### config.mk
export PLATFORM = sky130hd
export DESIGN_NAME = lspfe_ctrl
export DESIGN_NICKNAME = d
export VERILOG_FILES = /design/src/sv/lspfe_pkg.sv /design/src/sv/lspfe_ctrl.sv
export SDC_FILE = /design/constraint.sdc
export NUM_CORES = 1
export LEC_CHECK = 0
export ABC_CLOCK_PERIOD_IN_PS = 1500
export BUFFER_PORTS_ARGS = -buffer_cell sky130_fd_sc_hd__buf_2
export CAP_MARGIN = 20
export CORE_MARGIN = 2
export CORE_UTILIZATION = 35
export DETAILED_ROUTE_END_ITERATION = 10
export PLACE_DENSITY = 0.59
export SLEW_MARGIN = 15
export SYNTH_ARGS = -nofsm -noshare
export SYNTH_HDL_FRONTEND = slang
export SYNTH_SLANG_ARGS = --single-unit
export TNS_END_PERCENT = 30
### constraint.sdc
create_clock -name aclk -period 1.5 [get_ports aclk]
set_clock_uncertainty 0.05 [all_clocks]
set_input_delay 0.075 -clock aclk [delete_from_list [all_inputs] [get_ports aclk]]
set_output_delay 0.075 -clock aclk [all_outputs]
set_load 0.01 [all_outputs]
### src/sv/lspfe_pkg.sv
package lspfe_pkg;

    // default sizes
    localparam int MAX_CITIES_DEF = 1024;
    localparam int MAX_LAYERS_DEF = 16;
    localparam int MAX_EDGES_DEF  = 4096;
    localparam int COST_BITS_DEF  = 16;

    // fixed field widths
    localparam int CITY_W   = 10;
    localparam int CCOUNT_W = 11;
    localparam int TICKET_W = 4;
    localparam int IN_COST_W = 16;
    localparam int OUT_W    = 26;
    localparam int DIST_W   = 27;

    localparam logic [DIST_W-1:0] OUT_MAX  = DIST_W'((64'd1 << OUT_W) - 64'd1);
    localparam logic [DIST_W-1:0] DIST_INF = DIST_W'(64'd1 << OUT_W);

    // register indexes on the config port
    typedef enum logic [1:0] {
        REG_CITY_COUNT   = 2'd0,
        REG_TICKET_LIMIT = 2'd1,
        REG_START_CITY   = 2'd2,
        REG_TARGET_CITY  = 2'd3
    } reg_idx_t;

    // controller states
    typedef enum logic [4:0] {
        ST_CLEAR,
        ST_IDLE,
        ST_EDGE_RD,
        ST_EDGE_WA,
        ST_EDGE_WB,
        ST_INIT,
        ST_POP,
        ST_POP_TAKE,
        ST_SD_RD,
        ST_SD_CMP,
        ST_HEAD_U,
        ST_PTR,
        ST_LINK_CHK,
        ST_LINK_GET,
        ST_REL_RD,
        ST_REL_CHK,
        ST_REL_NEXT,
        ST_SU_CHK,
        ST_SU_CMP,
        ST_SCAN_INIT,
        ST_SCAN_RD,
        ST_SCAN_ACC,
        ST_RES
    } state_t;

    // datapath commands
    typedef enum logic [4:0] {
        OP_NONE,
        OP_CLEAR,
        OP_LOAD,
        OP_HEAD_RD,
        OP_EDGE_WA,
        OP_EDGE_WB,
        OP_INIT,
        OP_POP_RD,
        OP_POP_TAKE,
        OP_SD_RD,
        OP_SD_CMP,
        OP_HEAD_U,
        OP_PTR,
        OP_LINK_RD,
        OP_LINK_GET,
        OP_REL_RD,
        OP_REL_CHK,
        OP_REL_NEXT,
        OP_SU_CHK,
        OP_SU_CMP,
        OP_SCAN_INIT,
        OP_SCAN_RD,
        OP_SCAN_ACC,
        OP_RES
    } op_t;

    // datapath status back to the controller
    typedef struct packed {
        logic clr_last;
        logic edge_ok;
        logic last;
        logic heap_empty;
        logic more;
        logic sd_done;
        logic e_nil;
        logic rel_better;
        logic phase_paid;
        logic pos_zero;
        logic su_move;
        logic tgt_ok;
        logic scan_last;
        logic out_busy;
    } stat_t;

endpackage

### src/sv/lspfe_ctrl.sv
module lspfe_ctrl (
    input  logic              aclk,
    input  logic              aresetn,
    input  logic              s_tvalid,
    output logic              s_tready,
    input  lspfe_pkg::stat_t  stat,
    output lspfe_pkg::op_t    op
);
    import lspfe_pkg::*;

    state_t state_reg, state_next;

    always_ff @(posedge aclk) begin
        if (!aresetn) begin
            state_reg <= ST_CLEAR;
        end else begin
            state_reg <= state_next;
        end
    end

    always_comb begin
        state_next = state_reg;
        op         = OP_NONE;
        s_tready   = 1'b0;
        case (state_reg)
            ST_CLEAR: begin
                op = OP_CLEAR;
                if (stat.clr_last) state_next = ST_IDLE;
            end
            ST_IDLE: begin
                s_tready = 1'b1;
                if (s_tvalid) begin
                    op         = OP_LOAD;
                    state_next = ST_EDGE_RD;
                end
            end
            ST_EDGE_RD: begin
                op = OP_HEAD_RD;
                if (stat.edge_ok) state_next = ST_EDGE_WA;
                else              state_next = stat.last ? ST_INIT : ST_IDLE;
            end
            ST_EDGE_WA: begin
                op         = OP_EDGE_WA;
                state_next = ST_EDGE_WB;
            end
            ST_EDGE_WB: begin
                op         = OP_EDGE_WB;
                state_next = stat.last ? ST_INIT : ST_IDLE;
            end
            ST_INIT: begin
                op         = OP_INIT;
                state_next = ST_POP;
            end
            ST_POP: begin
                if (stat.heap_empty) begin
                    state_next = ST_SCAN_INIT;
                end else begin
                    op         = OP_POP_RD;
                    state_next = ST_POP_TAKE;
                end
            end
            ST_POP_TAKE: begin
                op         = OP_POP_TAKE;
                state_next = stat.more ? ST_SD_RD : ST_HEAD_U;
            end
            ST_SD_RD: begin
                op         = OP_SD_RD;
                state_next = ST_SD_CMP;
            end
            ST_SD_CMP: begin
                op         = OP_SD_CMP;
                state_next = stat.sd_done ? ST_HEAD_U : ST_SD_RD;
            end
            ST_HEAD_U: begin
                op         = OP_HEAD_U;
                state_next = ST_PTR;
            end
            ST_PTR: begin
                op         = OP_PTR;
                state_next = ST_LINK_CHK;
            end
            ST_LINK_CHK: begin
                if (stat.e_nil) begin
                    state_next = ST_POP;
                end else begin
                    op         = OP_LINK_RD;
                    state_next = ST_LINK_GET;
                end
            end
            ST_LINK_GET: begin
                op         = OP_LINK_GET;
                state_next = ST_REL_RD;
            end
            ST_REL_RD: begin
                op         = OP_REL_RD;
                state_next = ST_REL_CHK;
            end
            ST_REL_CHK: begin
                op         = OP_REL_CHK;
                state_next = stat.rel_better ? ST_SU_CHK : ST_REL_NEXT;
            end
            ST_REL_NEXT: begin
                op         = OP_REL_NEXT;
                state_next = stat.phase_paid ? ST_LINK_CHK : ST_REL_RD;
            end
            ST_SU_CHK: begin
                op         = OP_SU_CHK;
                state_next = stat.pos_zero ? ST_REL_NEXT : ST_SU_CMP;
            end
            ST_SU_CMP: begin
                op         = OP_SU_CMP;
                state_next = stat.su_move ? ST_SU_CHK : ST_REL_NEXT;
            end
            ST_SCAN_INIT: begin
                op         = OP_SCAN_INIT;
                state_next = stat.tgt_ok ? ST_SCAN_RD : ST_RES;
            end
            ST_SCAN_RD: begin
                op         = OP_SCAN_RD;
                state_next = ST_SCAN_ACC;
            end
            ST_SCAN_ACC: begin
                op         = OP_SCAN_ACC;
                state_next = stat.scan_last ? ST_RES : ST_SCAN_RD;
            end
            ST_RES: begin
                if (!stat.out_busy) begin
                    op         = OP_RES;
                    state_next = ST_CLEAR;
                end
            end
            default: begin
                state_next = ST_CLEAR;
            end
        endcase
    end

endmodule

==> metrics.cfg, run 1 <==
[run_status]
status=finished with violations
violations=setup timing

[place]
dp_hpwl_mm=2.12
dpl_cell_area_sq_um=1100
dp.cells=185
place_congestion=0.914
portBuffers=22

[yosys]
syn_nets=125
yosysSeqAreaShare_pct=13.2
synth-main-ff-cell=dfxtp_1
yosysUniqueCellTypes=49
synth_edf_count=0
ys_warn_count=0
netlist_area_sq_um=761
synthCells=108
ys_ff_latch=5
synth_area_per_cell_sq_um=7.04
async_reset_ff_share_pct=0

[final_layout]
finish.instance_area_sq_um=1340
nFillCells=184
fin_nets=188
largest_register_ffs=5
drive_above_1_share_pct=61.2
diodes=0
area_growth_syn_to_layout_pct=76.2
instances_no_fill=197

[pwr]
seqPwrFrac_pct=13.0
swShare_pct=44.0
cellLeakagePower_nw=0.607
p_int_mw=1.19
ir_worst_vdd_mv=0.865
p_comb_share_pct=79.2
power_density_nw_per_um2=1580
switchingPower_uw=930
power_frac_clock_pct=7.8

[worst_setup_path]
criticalPathCategory=reg -> out
critPathSlowestCell=dfxtp_4
cp_data_arrival_time_ns=1.46
critical_path.max_stage_delay_ns=0.36
cp-start-kind=flop
path_delay_family=simple AND/OR/NAND/NOR gates
worst_setup_path_end_kind=output port
path_cells=buf_6 > and2b_4 > nand2_2 > a21oi_2 > nor4_2 > buf_2
worst-path-buf-inv=2
worst-path-max-fanout=6
worstPathRequired_ns=1.37

[global_route]
grt-ovfl-total=0
antenna_found_initial=0
track_usage_pct=23.2
grt_max_degree=10
grt_pass1_wl_mm=4.50
grt_pass1_vias=1016

[sta]
worstMarginPinSlew_ns=0.343
timing.final.ws_setup_ns=-0.0841
slew_headroom_pct=76.9
rsz0062_at_grt=true
fin_crit_ns=1.58
slew_viol_final=0
max_clock_freq_mhz=631
hold_viol_final=0
fin_crit_sh_pct=106
setup_violations=8

[detailed_routing]
routed_wl_mm=3.00
route.met2.wl_mm=1.48
drc_errors=0
drtAntennaViolNets=0
wl_met3_microns=143
routedWlPerCell_microns=15.2
drt_iter0_markers=20
viasPerCell=5.44
top_layer=met4
vias=1071
drt_first_pass_iters=4
wl_met1_mm=1.29

[floorplan]
rows=16
die-area_sq_um=2560
die_h_microns=50.6
core-area_sq_um=2000
initial_core_util_pct=38.0
io_pins=23
dieWidth_microns=50.6

[flow_run]
maxCapViolCount=0

[cts]
clockRootBuffer=clkbuf_4
cts_tree=yes
cts.sinks=5
clkTransAtPathRegs_ns=0.05
clock_path_buffers=2
htreeDepth=1
worstSkewPairLatency_ns=0.25
cts_buffers=3

[hold_path]
hold_path.class=in -> reg

-- cell families after synthesis --
group / Yosys count / share of synthesized area [%]
AND/OR/NAND/NOR: 45 / 34.9
AO/OA/AOI/OAI: 44 / 38.8
buffers and inverters: 13 / 12.0
flip-flops: 5 / 13.2
XOR/XNOR: 1 / 1.15
-- cell usage after synthesis, types with 2 or more instances --
cell / n / area [sq um]
inv_2: 3 / 11.3
a21oi_1: 11 / 55.1
nand3_1: 2 / 10.0
o31ai_1: 2 / 15.0
nor4_1: 3 / 18.8
nor3b_1: 2 / 15.0
nand2_1: 11 / 41.3
o22ai_1: 3 / 18.8
nor2_2: 2 / 12.5
o21ai_0: 3 / 15.0
buf_4: 2 / 15.0
dfxtp_1: 5 / 100
o21ai_1: 5 / 25.0
buf_2: 2 / 10.0
inv_1: 2 / 7.51
o2bb2ai_1: 2 / 17.5
nor3_1: 3 / 15.0
buf_6: 3 / 33.8
a31oi_1: 2 / 12.5
nor2_1: 9 / 33.8
o2111ai_1: 2 / 17.5
a221oi_1: 2 / 17.5
-- final cells by class --
cell class | instances | area [sq um] | share of cell area [%]
multi-input cells | 90 | 674 | 50.3
repair buffers | 66 | 468 | 34.9
flip-flops and latches | 5 | 119 | 8.87
well taps | 27 | 33.8 | 2.52
clock buffers | 4 | 26.3 | 1.96
inverters | 5 | 18.8 | 1.40
-- cell usage in the layout, fill, tap and decap left out, types with 2 or more instances in the layout --
cell / Yosys / layout
a21oi_1: 11 / 8
a21oi_2: 0 / 3
buf_2: 2 / 23
buf_4: 2 / 35
buf_6: 3 / 8
clkbuf_4: 0 / 3
dfxtp_4: 0 / 5
inv_1: 2 / 2
inv_2: 3 / 3
nand2_1: 11 / 10
nand2_2: 1 / 2
nand3_1: 2 / 2
nor2_1: 9 / 5
nor2_2: 2 / 3
nor2_4: 0 / 3
nor2b_4: 1 / 2
nor3_1: 3 / 2
nor4_1: 3 / 2
o21ai_0: 3 / 3
o21ai_1: 5 / 5
o22ai_1: 3 / 3
o2bb2ai_1: 2 / 2
o31ai_1: 2 / 2
-- power by group through the flow --
stage	Combinational (mW)	Clock, mW	Sequential (mW)
2_1_floorplan	0.844	0	0.211
3_3_place_gp	1.25	0	0.261
3_5_place_dp	1.26	0	0.266
4_1_cts	1.40	0.164	0.275
5_1_grt	1.79	0.174	0.279
6_report	1.68	0.166	0.274
-- final timing paths --
path                                    from  depth (start not counted)            to  slack (ns)
worst max-delay path            state_reg[2]                          6         op[3]       -0.08
worst min register to register  state_reg[3]                          2  state_reg[3]        0.57
worst max register to register  state_reg[2]                          6  state_reg[1]       -0.08
worst min-delay path                 aresetn                          2  state_reg[4]        0.06
-- worst register-to-register path, delay by kind of cell, from the launching register on --
family	cells	cell delay, ns
AO/OA/AOI/OAI	2	0.35
AND/OR/NAND/NOR	2	0.41
buffers and inverters	2	0.32
flip-flops	1	0.38
-- per-layer routing --
layer | global-route usage [%] | vias to the layer above
li1 | - | 529
met1 | 27.0 | 494
met2 | 41.7 | 40
met3 | 4.46 | 8
met4 | 8.56 | 0
met5 | 0 | -
-- through the flow --
step | setup slack [ns] | setup TNS (ns) | util, % | hold slack (ns) | power, mW
finish | -0.0841 | -0.394 | 66.9 | 0.0581 | 2.12
global route | -0.139 | -0.870 | 66.9 | 0.0620 | 2.24
CTS | -0.0911 | -0.460 | 60.5 | 0.0526 | 1.84
detailed placement | -0.113 | -0.189 | 55.1 | 0.324 | 1.53
global placement | -0.135 | -0.175 | 55.1 | 0.318 | 1.51
floorplan | 0.118 | 0 | - | 0.133 | 1.05
-- timing repair --
action | CTS | global route
gates resized for setup | 21 | 22
hold buffers | 0 | 0
pin swaps | 4 | 8
setup endpoints to repair | 9 | 9
setup buffers | 5 | 4
Power figures use the tool's default switching activity.
==> run 2, diff against run 1 <==
--- a/config.mk
+++ b/config.mk
@@ -6,8 +6,9 @@
 export NUM_CORES = 1
 export LEC_CHECK = 0
 export ABC_CLOCK_PERIOD_IN_PS = 1500
-export BUFFER_PORTS_ARGS = -buffer_cell sky130_fd_sc_hd__buf_2
+export BUFFER_PORTS_ARGS = -buffer_cell sky130_fd_sc_hd__buf_4
 export CAP_MARGIN = 20
+export CORE_ASPECT_RATIO = 0.7
 export CORE_MARGIN = 2
 export CORE_UTILIZATION = 35
 export DETAILED_ROUTE_END_ITERATION = 10
==> run 2 against run 1 <==
Against the previous run:
- the run still ends with setup timing left
- largest power group unchanged
- critical path depth unchanged
- first-iteration DRC count increased by 95%
- clock-buffer cell count unchanged
- clock power decreased by 3%
- via count decreased by 0.75%
- flip-flop and latch count unchanged
==> metrics.cfg, run 2 (synthesis results as in run 1) <==
[run_status]
status=finished with violations
violations=setup timing

[final_layout]
diodes=0
fin_nets=181
largest_register_ffs=5
drive_above_1_share_pct=57.1
layout_common_cells=buf_4 (51), nand2_1 (10), a21oi_1 (9)
regArea_sq_um=116
layout_commonest_cell=buf_4
multi_input_comb_area_sq_um=631
nFillCells=186
area_growth_syn_to_layout_pct=70.2
fin_util_pct=61.6

[worst_setup_path]
path_delay_family=simple AND/OR/NAND/NOR gates
worstPathRequired_ns=1.37
worst_setup_path_end_kind=output port
cp-startpoint=state_reg[2]
cp_data_arrival_time_ns=1.42
worst-path-buf-inv=2
cp-start-kind=flop
critPathSlowestCell=dfxtp_4
r2r_end=state_reg[1]
cp-endpoint=op[3]
path_cells=buf_6 > and2b_4 > nand2_4 > a21oi_2 > nor4_1 > buf_4
rrSetupSlack_ns=-0.01
reg2reg_depth=5
critical_path.max_stage_delay_ns=0.36
criticalPathCategory=reg -> out
worst-path-max-fanout=5
r2r-start=state_reg[0]
cp.depth=6

[sta]
rsz0062_at_grt=true
slew_headroom_pct=69.1
setup_violations=7
slew_viol_final=0
fin_crit_ns=1.54
timing.final.ws_setup_ns=-0.0406
hold_viol_final=0
max_clock_freq_mhz=649
worstMarginPinSlew_ns=0.460
fin_crit_sh_pct=103

[cts]
clock_path_buffers=2
cts_buffers=3
cts.sinks=5
worstSkewPairLatency_ns=0.25
htreeDepth=1
clkTransAtPathRegs_ns=0.05
ctsHoldBuffers=0
clockRootBuffer=clkbuf_4
cts_tree=yes

[floorplan]
die-area_sq_um=2570
rows=14
io_pins=23
initial_core_util_pct=36.2
dieWidth_microns=59.7
die_h_microns=43.0
core-area_sq_um=2100

[pwr]
power_density_nw_per_um2=1550
p_int_mw=1.16
ir_worst_vdd_mv=0.672
switchingPower_uw=850
cellLeakagePower_nw=0.587
swShare_pct=42.4
power_frac_clock_pct=8.0
seqPwrFrac_pct=13.7
p_comb_share_pct=78.3
finalPower_mw=2.00

[global_route]
grt-ovfl-total=0
track_usage_pct=21.9
grt_pass1_wl_mm=4.20
grt_max_degree=11
antenna_found_initial=0
grt_pass1_vias=938

[detailed_routing]
drtAntennaViolNets=0
drc_errors=0
vias=1063
viasPerCell=5.68
drt_iter0_markers=39
drt_first_pass_iters=4
routedWlPerCell_microns=15.3
routed_wl_mm=2.85

[place]
pre_cts_ws_ns=-0.135
dp_hpwl_mm=2.02
portBuffers=22
place_congestion=0.891

[hold_path]
hold_path.class=in -> reg

[flow_run]
maxCapViolCount=0

run 2: layout make-up:
cell class,count,share of cell area [%]
Sequential cell,5,8.99
Clock buffer,4,2.03
Timing Repair Buffer,59,36.5
Tap cell,24,2.32
Inverter,5,1.45
Multi-Input combinational cell,90,48.7
run 2: what timing repair did:
action / in CTS / in global routing
pin swaps: 1 / 7
buffers inserted: 0 / 11
gates resized for setup: 18 / 17
endpoints found under the setup margin: 8 / 8
run 2: power groups by stage:
stage | Clock (mW) | Sequential [mW] | Combinational [mW]
CTS | 0.165 | 0.268 | 1.27
finish | 0.161 | 0.275 | 1.57
global route | 0.175 | 0.282 | 1.69
global placement | 0 | 0.244 | 1.20
floorplan | 0 | 0.211 | 0.844
detailed placement | 0 | 0.247 | 1.20
run 2: how the worst min path moves through the flow:
| stage | cells after the start | slack, ns | endpoint | from |
|---|---|---|---|---|
| final | 3 | 0.04 | state_reg[0] | aresetn |
| after detailed placement | 3 | 0.29 | state_reg[0] | aresetn |
| after CTS | 3 | 0.03 | state_reg[0] | aresetn |
| after floorplan | 2 | 0.13 | state_reg[0] | aresetn |
| after global routing | 2 | 0.04 | state_reg[2] | aresetn |
| after global placement | 2 | 0.28 | state_reg[4] | aresetn |
run 2: routing by layer:
| metal | wire (microns) | GRT usage [%] | up-vias | share of wire (%) |
|---|---|---|---|---|
| li1 | - | - | 519 | - |
| met3 | 178 | 7.01 | 4 | 6.2 |
| met5 | 0 | 0 | - | 0 |
| met4 | 31 | 4.00 | 0 | 1.1 |
| met2 | 1320 | 32.4 | 38 | 46 |
| met1 | 1320 | 31.0 | 502 | 46 |
run 2: tightest hold or removal path, stage by stage:
cell     delay [ns]
buf_4          0.12
nand2_1        0.06
o31ai_1        0.05
run 2: per-stage QoR:
stage	std cells	area [sq um]	hold slack, ns	setup TNS, ns
after floorplan	108	761	0.133	0
after global placement	172	1080	0.284	-0.0860
after detailed placement	172	1080	0.287	-0.188
after CTS	176	1160	0.0265	-0.215
after global routing	187	1290	0.0404	-0.687
final	187	1290	0.0355	-0.168
